--- src/rtl/core/scalar_to_colour_map_assert.svh ---
// Assertion macros shared by the scalar_to_colour_map RTL.
`ifndef SCALAR_TO_COLOUR_MAP_ASSERT_SVH
`define SCALAR_TO_COLOUR_MAP_ASSERT_SVH

// Same-cycle implication, checked only outside reset.
`define ASSERT_IMPLIES(lbl, ante, cons) \
  lbl: assert property (@(posedge clk) disable iff (!rst_n) (ante) |-> (cons)) \
    else $error("scalar_to_colour_map: assertion failed");

// Next-cycle implication, checked at every edge including reset.
`define ASSERT_AFTER(lbl, ante, cons) \
  lbl: assert property (@(posedge clk) (ante) |=> (cons)) \
    else $error("scalar_to_colour_map: assertion failed");

`endif

--- src/rtl/core/stcm_pkg.sv ---
// Shared types and constants for the scalar-to-colour mapper.
package stcm_pkg;

  // Default number of fraction bits of the normalized sample.
  localparam int FRAC_BITS_DEF = 16;

  localparam int SAMPLE_W    = 32;
  localparam int CHAN_W      = 8;
  localparam int PCT_W       = 7;
  localparam int CFG_INDEX_W = 3;
  localparam int CFG_DATA_W  = 32;

  localparam logic [PCT_W-1:0] PCT_MAX = 7'd100;

  // Register reset values.
  localparam logic signed [SAMPLE_W-1:0] RANGE_MIN_RST = 32'sd0;
  localparam logic signed [SAMPLE_W-1:0] RANGE_MAX_RST = 32'sd255;
  localparam logic [PCT_W-1:0]           SAT_RST       = 7'd60;
  localparam logic [PCT_W-1:0]           BRIGHT_RST    = 7'd100;

  // Colour modes; the unused code behaves as greyscale.
  typedef enum logic [1:0] {
    MODE_GREY    = 2'd0,
    MODE_RAINBOW = 2'd1,
    MODE_TEMP    = 2'd2
  } colour_mode_t;

  // Configuration register indexes.
  typedef enum logic [CFG_INDEX_W-1:0] {
    REG_COLOUR_MODE = 3'd0,
    REG_RANGE_MIN   = 3'd1,
    REG_RANGE_MAX   = 3'd2,
    REG_SATURATION  = 3'd3,
    REG_BRIGHTNESS  = 3'd4
  } reg_index_t;

  // How the normalized fraction is formed after the divider.
  typedef enum logic [1:0] {
    XSEL_DIV  = 2'd0,
    XSEL_ZERO = 2'd1,
    XSEL_ONE  = 2'd2
  } xsel_t;

  // Control values derived from configuration for the colour stages.
  typedef struct packed {
    colour_mode_t        mode;
    logic                sat_zero;
    logic [CHAN_W-1:0]   sat_grey;
  } cfg_ctrl_t;

endpackage

--- src/rtl/core/stcm_regs.sv ---
// Configuration registers and the fixed-point HSV constants derived from them.
module stcm_regs #(
  parameter int FRAC_BITS = stcm_pkg::FRAC_BITS_DEF
) (
  input  logic                                   clk,
  input  logic                                   rst_n,
  input  logic                                   cfg_valid,
  output logic                                   cfg_ready,
  input  logic [stcm_pkg::CFG_INDEX_W-1:0]       cfg_index,
  input  logic [stcm_pkg::CFG_DATA_W-1:0]        cfg_data,
  output logic signed [stcm_pkg::SAMPLE_W-1:0]   range_min,
  output logic signed [stcm_pkg::SAMPLE_W-1:0]   range_max,
  output stcm_pkg::cfg_ctrl_t                    ctrl,
  output logic [FRAC_BITS:0]                     sat_fx,
  output logic [FRAC_BITS:0]                     val_fx,
  output logic [FRAC_BITS:0]                     p_fx
);

  localparam int W  = FRAC_BITS + 1;
  localparam int N  = FRAC_BITS + stcm_pkg::PCT_W;  // width of percent << FRAC_BITS
  localparam int K  = N + 7;                         // reciprocal shift for divide by 100
  localparam int M  = K - 6;                         // reciprocal width
  localparam int PW = N + M;
  localparam logic [63:0]  RECIP64 = ((64'd1 << K) + 64'd99) / 64'd100;
  localparam logic [M-1:0] RECIP   = RECIP64[M-1:0];
  localparam logic [W-1:0] ONE     = {1'b1, {FRAC_BITS{1'b0}}};

  stcm_pkg::colour_mode_t              mode_r;
  logic signed [stcm_pkg::SAMPLE_W-1:0] min_r;
  logic signed [stcm_pkg::SAMPLE_W-1:0] max_r;
  logic [stcm_pkg::PCT_W-1:0]          sat_r;
  logic [stcm_pkg::PCT_W-1:0]          bri_r;

  logic [stcm_pkg::PCT_W-1:0] sat_clip_r;
  logic [stcm_pkg::PCT_W-1:0] bri_clip_r;
  logic [PW-1:0]              sat_prod_r;
  logic [PW-1:0]              bri_prod_r;
  logic [W-1:0]               s_r;
  logic [W-1:0]               v_r;
  logic [W-1:0]               p_r;
  logic                       sat_zero_r;
  logic [stcm_pkg::CHAN_W-1:0] grey_r;

  logic [PW-1:0]  sat_prod_nxt;
  logic [PW-1:0]  bri_prod_nxt;
  logic [2*W-1:0] p_prod;
  logic [8:0]     grey9;

  // The write channel never stalls.
  assign cfg_ready = 1'b1;

  // Register writes; data is trimmed to each register's width.
  always_ff @(posedge clk) begin
    if (!rst_n) begin
      mode_r <= stcm_pkg::MODE_GREY;
      min_r  <= stcm_pkg::RANGE_MIN_RST;
      max_r  <= stcm_pkg::RANGE_MAX_RST;
      sat_r  <= stcm_pkg::SAT_RST;
      bri_r  <= stcm_pkg::BRIGHT_RST;
    end else if (cfg_valid) begin
      case (stcm_pkg::reg_index_t'(cfg_index))
        stcm_pkg::REG_COLOUR_MODE: mode_r <= stcm_pkg::colour_mode_t'(cfg_data[1:0]);
        stcm_pkg::REG_RANGE_MIN:   min_r  <= $signed(cfg_data[stcm_pkg::SAMPLE_W-1:0]);
        stcm_pkg::REG_RANGE_MAX:   max_r  <= $signed(cfg_data[stcm_pkg::SAMPLE_W-1:0]);
        stcm_pkg::REG_SATURATION:  sat_r  <= cfg_data[stcm_pkg::PCT_W-1:0];
        stcm_pkg::REG_BRIGHTNESS:  bri_r  <= cfg_data[stcm_pkg::PCT_W-1:0];
        default: ;
      endcase
    end
  end

  // Percent to fixed point: floor(pct * 2^F / 100) by reciprocal multiply.
  assign sat_prod_nxt = PW'({sat_clip_r, {FRAC_BITS{1'b0}}}) * PW'(RECIP);
  assign bri_prod_nxt = PW'({bri_clip_r, {FRAC_BITS{1'b0}}}) * PW'(RECIP);

  // Rainbow p term and the grey level used when saturation is zero.
  assign p_prod = (2*W)'(v_r) * (2*W)'(ONE - s_r);
  assign grey9  = v_r[FRAC_BITS -: 9];

  // Free-running derivation pipeline; it settles long before an item needs it.
  always_ff @(posedge clk) begin
    sat_clip_r <= (sat_r > stcm_pkg::PCT_MAX) ? stcm_pkg::PCT_MAX : sat_r;
    bri_clip_r <= (bri_r > stcm_pkg::PCT_MAX) ? stcm_pkg::PCT_MAX : bri_r;
    sat_prod_r <= sat_prod_nxt;
    bri_prod_r <= bri_prod_nxt;
    s_r        <= sat_prod_r[K +: W];
    v_r        <= bri_prod_r[K +: W];
    p_r        <= p_prod[FRAC_BITS +: W];
    sat_zero_r <= (s_r == '0);
    grey_r     <= grey9[8] ? 8'hFF : grey9[7:0];
  end

  assign range_min     = min_r;
  assign range_max     = max_r;
  assign ctrl.mode     = mode_r;
  assign ctrl.sat_zero = sat_zero_r;
  assign ctrl.sat_grey = grey_r;
  assign sat_fx        = s_r;
  assign val_fx        = v_r;
  assign p_fx          = p_r;

endmodule

--- config.mk ---
export PLATFORM = sky130hd
export DESIGN_NAME = stcm_regs
export DESIGN_NICKNAME = d
export VERILOG_FILES = /design/src/rtl/core/scalar_to_colour_map_assert.svh /design/src/rtl/core/stcm_pkg.sv /design/src/rtl/core/stcm_regs.sv
export SDC_FILE = /design/constraint.sdc
export NUM_CORES = 1
export LEC_CHECK = 0
export ABC_CLOCK_PERIOD_IN_PS = 19300
export BUFFER_PORTS_ARGS = -buffer_cell sky130_fd_sc_hd__clkbuf_2
export CAP_MARGIN = 20
export CELL_PAD_IN_SITES_DETAIL_PLACEMENT = 1
export CELL_PAD_IN_SITES_GLOBAL_PLACEMENT = 1
export CORE_AREA = 2 2 227 229
export DETAILED_ROUTE_END_ITERATION = 12
export DIE_AREA = 0 0 229 231
export PLACE_DENSITY_LB_ADDON = 0.1
export SLEW_MARGIN = 15
export SYNTH_ARGS = -nofsm -noshare
export SYNTH_HDL_FRONTEND = slang
export SYNTH_SLANG_ARGS = --single-unit
--- constraint.sdc ---
create_clock -name clk -period 19.3 [get_ports clk]
set_input_delay 2.895 -clock clk [delete_from_list [all_inputs] [get_ports clk]]
set_output_delay 2.895 -clock clk [all_outputs]
set_load 0.005 [all_outputs]
==> out/qor.txt, run 1 <==
status: finished clean
Post-Syn Area per Cell: 9.16 µm²
Fmax achieved: 0.124 GHz
Cell variety after synth: 69
post-synth top area cell: fa_1
Max Cap Viol: 0
Synth Flop Type: dfxtp_1
largest net degree at the start of global routing: 47
GRT Total Usage: 21.4%
FF+latch area: 3760 µm²
NumNets Final: 2911
critical path class: flip-flop to flip-flop
footprint of the multi-input gates: 14300 µm²
share of post-route cells with drive strength above 1: 11.4%
crit-path max FO: 22
Post-synth ARST share: 0%
Hold Fails Final Rpt: 0
# H-tree levels: 4
vias in the first global route: 16600
Slew Limit Headroom: 30.9%
unrepaired setup endpoints after global routing: false
drt pass-1 iters: 4
mapped cell area: 20000 µm²
Seq/Total Area, Yosys: 18.8%
initial DRC count: 621
DRC Markers: 0
Slew Limit Fails: 0
Root Buffer: clkbuf_16
total detailed-routing wirelength: 53900 µm
fillers: 5980
Tcrit/Tclk final: 41.7%
gr ovfl total: 0
synthesized flop and latch total: 188
starting density of the core: 39.4%
drt via density: 4.84
Post-DP HPWL: 43700 µm
Clock Skews: 0.0151 ns
ant diodes: 0
initial antenna violation count: 0
clock sink count: 188
Tmin final: 8.05 ns
DIE HEIGHT: 231 µm
buffers added on ports: 163
Synth top area share: 29.6%
Placer Congestion: 0.860
Ports: 165
crit path DAT: 8.46 ns
nature of the critical path startpoint: flip-flop
Critical Path Sink Type: flip-flop
post-route ant nets: 0
Area Overhead vs Synth: 10.7%
Clock Tree Buf Depth: 2
cell row count: 83
cts bufs inserted: 17
Avg WL per Cell: 18.0 µm
Die Wd: 229 µm
Reg clk slew, reported paths: 0.08 ns
Resized cells post-CTS: 0
setup tns final: 0 ns
Syn Inst Count: 2180
Hold Slack: 0.313 ns
worst skew pair latency: 0.49 ns
CP Data Required Time: 19.72 ns
setup repair bufs after CTS: 0
Post-synth EDFFs: 0
CTS Hold Bufs: 0
die area: 52900 µm²
core area: 50700 µm²
Hold/Removal Path Class: flip-flop to flip-flop
Final setup viols: 0
Slew @ Worst Pin: 1.04 ns
most instantiated cells after synthesis: inv_1 (438), nand2_1 (363), fa_1 (295)
CTS tree: done
Warnings, synthesis: 0
first-pass GRT wire length: 88300 µm
synthesized net count: 2783
Area contributors post-synth: fa_1 (30%), dfxtp_1 (19%), ha_1 (17%)
most repeated cell in the gate-level netlist after synthesis: inv_1
Via Count: 14500
[worst max-delay path, stage by stage (launching register included)]
cell and delay (ns):
dfxtp_1 0.83, inv_1 0.10, ha_1 0.27, nand2_1 0.15, nor2_1 0.07, nand2_1 0.15, xor2_1 0.62, buf_4 0.31
nand2_1 0.10, fa_1 0.57, inv_1 0.06, fa_1 0.49, fa_1 0.58, fa_1 0.44, fa_1 0.49, inv_1 0.05
fa_1 0.49, inv_1 0.04, ha_1 0.35, a21oi_1 0.19, o211ai_1 0.11, a221oi_1 0.51, a211o_1 0.28, a21oi_2 0.08
a21o_4 0.21, o41ai_2 0.26, xnor2_1 0.16
[layout by cell type, fill, tap and decap left out, types with 5 or more instances in the layout]
| cell type | n |
|---|---|
| a21boi_0 | 64 |
| a21o_1 | 15 |
| a21oi_1 | 44 |
| and2_1 | 102 |
| and3_1 | 6 |
| buf_4 | 25 |
| clkbuf_16 | 17 |
| clkbuf_2 | 163 |
| dfxtp_1 | 188 |
| fa_1 | 295 |
| ha_1 | 270 |
| inv_1 | 438 |
| inv_6 | 6 |
| nand2_1 | 363 |
| nand2b_1 | 10 |
| nand3_1 | 25 |
| nand4_1 | 9 |
| nor2_1 | 52 |
| nor2b_1 | 21 |
| nor3_1 | 19 |
| nor4_1 | 6 |
| o21ai_0 | 17 |
| o21ai_1 | 5 |
| or2_2 | 25 |
| xnor2_1 | 42 |
| xor2_1 | 14 |
[routing by layer]
layer / vias to the layer above / wire length (µm) / GRT usage (%)
met2: 228 / 26800 / 38.4
li1: 6934 / - / -
met5: - / 0 / 0
met4: 0 / 1300 / 6.59
met1: 7285 / 23700 / 25.9
met3: 64 / 2080 / 4.05
[registers in the layout, indices dropped and copies added, names as in the netlist]
register,cells
bri_clip_r,7
bri_prod_r,17
bri_r,7
grey_r,8
mode_r,2
p_fx,17
range_max,32
range_min,32
sat_clip_r,7
sat_fx,17
sat_prod_r,17
sat_r,7
sat_zero_r,1
val_fx,17
[cells by family (layout without fill, tap and decap cells)]
| family | after synthesis | count (layout) | synth area share (%) |
|---|---|---|---|
| simple gates | 652 | 652 | 15.1 |
| fa+ha+maj | 565 | 565 | 46.5 |
| buf+inv | 517 | 656 | 9.75 |
| compound gates | 193 | 193 | 6.98 |
| flops | 188 | 188 | 18.8 |
| xor+xnor | 60 | 60 | 2.63 |
| mux | 4 | 4 | 0.207 |
| other cells | 1 | 1 | 0.0188 |
[path summary, 6_finish.rpt]
path | startpoint | to | slack, ns | depth (start not counted)
setup / recovery | sat_fx[0]$_DFF_P_ | p_fx[15]$_DFF_P_ | 11.25 | 26
hold / removal | sat_prod_r[43]$_DFF_P_ | sat_fx[13]$_DFF_P_ | 0.31 | 0
setup reg to reg | sat_fx[0]$_DFF_P_ | p_fx[15]$_DFF_P_ | 11.25 | 26
hold reg to reg | sat_prod_r[43]$_DFF_P_ | sat_fx[13]$_DFF_P_ | 0.31 | 0
[layout make-up]
class	instances	area share [%]
flip-flops and latches	188	17.0
multi-input cells	1475	64.7
inverters	438	7.43
clock buffers	17	1.92
repair buffers	188	4.54
clock inverters	13	0.583
well taps	680	3.85
[through the flow]
stage          worst slack [ns]  utilization (%)  instances  area, µm²
2_1_floorplan             12.05                -       2180      20000
3_3_place_gp              11.57             42.6       2969      21600
3_5_place_dp              11.27             42.6       2969      21600
4_1_cts                   11.26             43.7       2999      22100
5_1_grt                   10.83             43.7       2999      22100
6_report                  11.25             43.7       2999      22100
Power of run 1 is not shown: default switching activity piles up to over one toggle a cycle in this logic, so the estimate is an artifact.
==> inputs of run 2 (changes only) <==
--- a/config.mk
+++ b/config.mk
@@ -5,7 +5,7 @@
 export SDC_FILE = /design/constraint.sdc
 export NUM_CORES = 1
 export LEC_CHECK = 0
-export ABC_CLOCK_PERIOD_IN_PS = 19300
+export ABC_CLOCK_PERIOD_IN_PS = 8000
 export BUFFER_PORTS_ARGS = -buffer_cell sky130_fd_sc_hd__clkbuf_2
 export CAP_MARGIN = 20
 export CELL_PAD_IN_SITES_DETAIL_PLACEMENT = 1
==> constraint.sdc (replaced) <==
create_clock -name clk -period 8 [get_ports clk]
set_input_delay 1.2 -clock clk [delete_from_list [all_inputs] [get_ports clk]]
set_output_delay 1.2 -clock clk [all_outputs]
set_load 0.005 [all_outputs]
==> out/qor.txt, run 2 (same netlist as run 1, synthesis figures left out) <==
Fmax achieved: 0.135 GHz
Hold Crit Endpoint: sat_fx[12]$_DFF_P_
Post-DP HPWL: 44300 µm
setup tns final: 0 ns
setup repair bufs after CTS: 0
Slew Limit Headroom: 31.4%
cts bufs inserted: 17
Placer Congestion: 0.827
Die Wd: 229 µm
CTS Hold Bufs: 0
worst skew pair latency: 0.49 ns
vias in the first global route: 16900
gr ovfl total: 0
Hold Fails Final Rpt: 0
Clock Skews: 0.0173 ns
total detailed-routing wirelength: 53700 µm
reg2reg path depth: 26
Avg WL per Cell: 17.8 µm
CTS tree: done
core area: 50700 µm²
Via Count: 14500
commonest non-fill, non-tap cell in the layout: inv_1
die area: 52900 µm²
post-route ant nets: 0
buffers added on ports: 163
GRT Total Usage: 21.5%
crit path DAT: 7.78 ns
starting density of the core: 39.4%
clock sink count: 188
Max Cap Viol: 0
Clock Tree Buf Depth: 2
DIE HEIGHT: 231 µm
Hold/Removal Path Class: flip-flop to flip-flop
Area Overhead vs Synth: 11.3%
DRC Markers: 0
most frequent cells in the layout: inv_1 (438), nand2_1 (363), fa_1 (295)
Util after Layout: 43.9%
Final setup viols: 0
CP Data Required Time: 8.38 ns
share of post-route cells with drive strength above 1: 11.8%
reg2reg end: p_fx[14]$_DFF_P_
NumNets Final: 2922
Root Buffer: clkbuf_16
Worst R2R Setup Slack: 0.60 ns
cell row count: 83
initial antenna violation count: 0
FF+latch area: 3760 µm²
Critical Path Sink Type: flip-flop
largest net degree at the start of global routing: 48
footprint of the multi-input gates: 14300 µm²
placed cell area: 21600 µm²
Tmin final: 7.40 ns
Tcrit/Tclk final: 92.5%
first-pass GRT wire length: 89200 µm
ant diodes: 0
Hold Path Origin: sat_prod_r[42]$_DFF_P_
# H-tree levels: 4
fin area: 22200 µm²
Reg clk slew, reported paths: 0.08 ns
crit-path max FO: 10
critical path class: flip-flop to flip-flop
Ports: 165
Slew @ Worst Pin: 1.02 ns
Resized cells post-CTS: 0
status: finished clean
WHS Path Cells: 0
unrepaired setup endpoints after global routing: false
Hold Slack: 0.315 ns
nature of the critical path startpoint: flip-flop
drt via density: 4.81
initial DRC count: 488
Slew Limit Fails: 0
RR Startpoint: sat_fx[3]$_DFF_P_
drt pass-1 iters: 4
fillers: 5998
run 2: cell types whose count changed in the layout (fill, tap and decap cells not counted), moves of 2 or more:
cell | before | now
xor2_2 | 3 | 0
inv_6 | 6 | 4
xor2_1 | 14 | 17
buf_4 | 25 | 35
run 2: cell type report:
type,count,area share (%)
clock buffer,18,1.98
clock inverter,14,0.675
tap,680,3.83
multi-input combinational,1475,64.3
sequential,188,16.9
inverter,438,7.39
timing repair buffer,199,4.94
run 2: worst max-delay path, stage by stage, from the launching register on:
cell and delay [ns]:
dfxtp_1 0.36, nor4_2 0.40, nand2_1 0.16, nor2_1 0.12, nand2_1 0.15, nor3_1 0.26, xnor2_1 0.35, buf_4 0.28
nand2_1 0.09, fa_1 0.57, inv_1 0.05, fa_1 0.56, fa_1 0.44, fa_1 0.46, fa_1 0.49, inv_1 0.05
fa_1 0.47, inv_1 0.04, ha_1 0.33, nand2_1 0.10, a2111oi_4 0.39, o311ai_2 0.24, a211o_1 0.38, a21oi_2 0.17
a21o_4 0.13, o22ai_2 0.08, xnor2_1 0.13
run 2: stage by stage:
| stage | setup slack (ns) | cells |
|---|---|---|
| 2_1_floorplan | 0.748 | 2180 |
| 3_3_place_gp | 0.504 | 2980 |
| 3_5_place_dp | 0.300 | 2980 |
| 4_1_cts | 0.278 | 3012 |
| 5_1_grt | 0.0889 | 3012 |
| 6_report | 0.602 | 3012 |
run 2: per-layer routing:
layer  vias up  global-route usage (%)  share of wire, %
met2       209                    39.3                50
met1      7292                    25.5                43
met5         -                       0                 0
li1       6948                       -                 -
met4         0                    5.56               1.7
met3        51                    4.67               4.4
run 2: how the worst max path moves through the flow:
stage / startpoint / end
finish: sat_fx[3]$_DFF_P_ / p_fx[14]$_DFF_P_
global route: sat_fx[3]$_DFF_P_ / p_fx[16]$_DFF_P_
CTS: sat_fx[3]$_DFF_P_ / p_fx[15]$_DFF_P_
detailed placement: sat_fx[3]$_DFF_P_ / p_fx[15]$_DFF_P_
global placement: sat_fx[3]$_DFF_P_ / p_fx[15]$_DFF_P_
floorplan: sat_fx[0]$_DFF_P_ / p_fx[15]$_DFF_P_
Power of run 2 is left out for the same reason.
==> inputs of run 3 (changes only) <==
--- a/config.mk
+++ b/config.mk
@@ -13,7 +13,7 @@
 export CORE_AREA = 2 2 227 229
 export DETAILED_ROUTE_END_ITERATION = 12
 export DIE_AREA = 0 0 229 231
-export PLACE_DENSITY_LB_ADDON = 0.1
+export PLACE_DENSITY = 0.79
 export SLEW_MARGIN = 15
 export SYNTH_ARGS = -nofsm -noshare
 export SYNTH_HDL_FRONTEND = slang
==> out/qor.txt, run 3 (same netlist as run 1, synthesis figures left out) <==
status: finished clean
worst path bufs/invs: 5
Via Count: 15000
Slew Limit Headroom: 32.5%
CP most frequent cell: fa_1
commonest non-fill, non-tap cell in the layout: inv_1
initial DRC count: 454
Hold/Removal Path Class: flip-flop to flip-flop
cell row count: 83
Reg clk slew, reported paths: 0.08 ns
nature of the critical path startpoint: flip-flop
total detailed-routing wirelength: 54500 µm
unrepaired setup endpoints after global routing: false
placed cell area: 21600 µm²
vias in the first global route: 17000
post-route ant nets: 0
die area: 52900 µm²
critical path's top delay family: adder cells
Slew Limit Fails: 0
gr ovfl total: 0
Die Wd: 229 µm
crit path DAT: 7.94 ns
CTS tree: done
Ports: 165
critical path class: flip-flop to flip-flop
fin area: 22200 µm²
setup repair bufs after CTS: 0
starting density of the core: 39.4%
setup tns final: 0 ns
dpl cells: 2975
core area: 50700 µm²
Hold Fails Final Rpt: 0
CP Data Required Time: 8.36 ns
Tmin final: 7.58 ns
Fmax achieved: 0.132 GHz
# H-tree levels: 4
drt via density: 4.99
Layout Cells excl Fill: 3007
Placer Congestion: 0.886
initial antenna violation count: 0
most frequent cells in the layout: inv_1 (438), nand2_1 (363), fa_1 (295)
Clock Skews: 0.0125 ns
DIE HEIGHT: 231 µm
Area Overhead vs Synth: 11.1%
Critical Path Sink Type: flip-flop
first-pass GRT wire length: 88800 µm
Max Cap Viol: 0
Final setup viols: 0
slowest CP cell: fa_1
NumNets Final: 2917
buffers added on ports: 163
Root Buffer: clkbuf_16
Avg WL per Cell: 18.1 µm
DRC Markers: 0
ant diodes: 0
largest net degree at the start of global routing: 53
cts bufs inserted: 17
share of post-route cells with drive strength above 1: 11.6%
drt pass-1 iters: 5
worst skew pair latency: 0.48 ns
Post-DP HPWL: 44800 µm
Tcrit/Tclk final: 94.7%
fillers: 6037
Slew @ Worst Pin: 1.01 ns
crit-path max FO: 12
Clock Tree Buf Depth: 2
Resized cells post-CTS: 0
CP max stage delay: 0.53 ns
clock sink count: 188
GRT Total Usage: 21.3%
CTS Hold Bufs: 0
==> run 3: worst paths after layout <==
kind | start | to | slack, ns | depth (start not counted)
worst max-delay path | sat_fx[3]$_DFF_P_ | p_fx[14]$_DFF_P_ | 0.42 | 27
worst min-delay path | sat_prod_r[45]$_DFF_P_ | sat_fx[15]$_DFF_P_ | 0.33 | 0
worst max register to register | sat_fx[3]$_DFF_P_ | p_fx[14]$_DFF_P_ | 0.42 | 27
worst min register to register | sat_prod_r[45]$_DFF_P_ | sat_fx[15]$_DFF_P_ | 0.33 | 0
==> run 3: layout make-up <==
type | count | area, µm² | share of cell area (%)
clock buffer | 17 | 425 | 1.92
multi-input combinational | 1475 | 14300 | 64.3
clock inverter | 15 | 191 | 0.862
timing repair buffer | 194 | 1050 | 4.72
sequential | 188 | 3760 | 17.0
tap | 680 | 851 | 3.83
inverter | 438 | 1640 | 7.41
==> run 3: routing by layer <==
layer	track usage [%]	vias up	routed length, µm	share of wire [%]
met5	0	-	0	0
met3	4.57	83	2980	5.5
met1	24.1	7616	21800	40
li1	-	6958	-	-
met2	39.5	356	28300	52
met4	7.22	0	1400	2.6
==> run 3: through the flow <==
step                util (%)  hold WS, ns  setup WS [ns]
floorplan                  -        0.310          0.748
CTS                     43.8        0.329          0.182
global placement        42.6        0.312          0.570
global route            43.8        0.334         0.0273
finish                  43.8        0.326          0.420
detailed placement      42.6        0.313          0.238
==> run 3: worst register-to-register path, delay by kind of cell, from the launching register on <==
family | cells | cell delay, ns
AOI/OAI and AO/OA | 6 | 1.40
xor gates and xnor gates | 2 | 0.34
adders and majority gates | 7 | 3.40
buffers and inverters | 5 | 0.42
DFF | 1 | 0.35
and+or+nand+nor | 7 | 1.56
Power of run 3 is left out for the same reason.
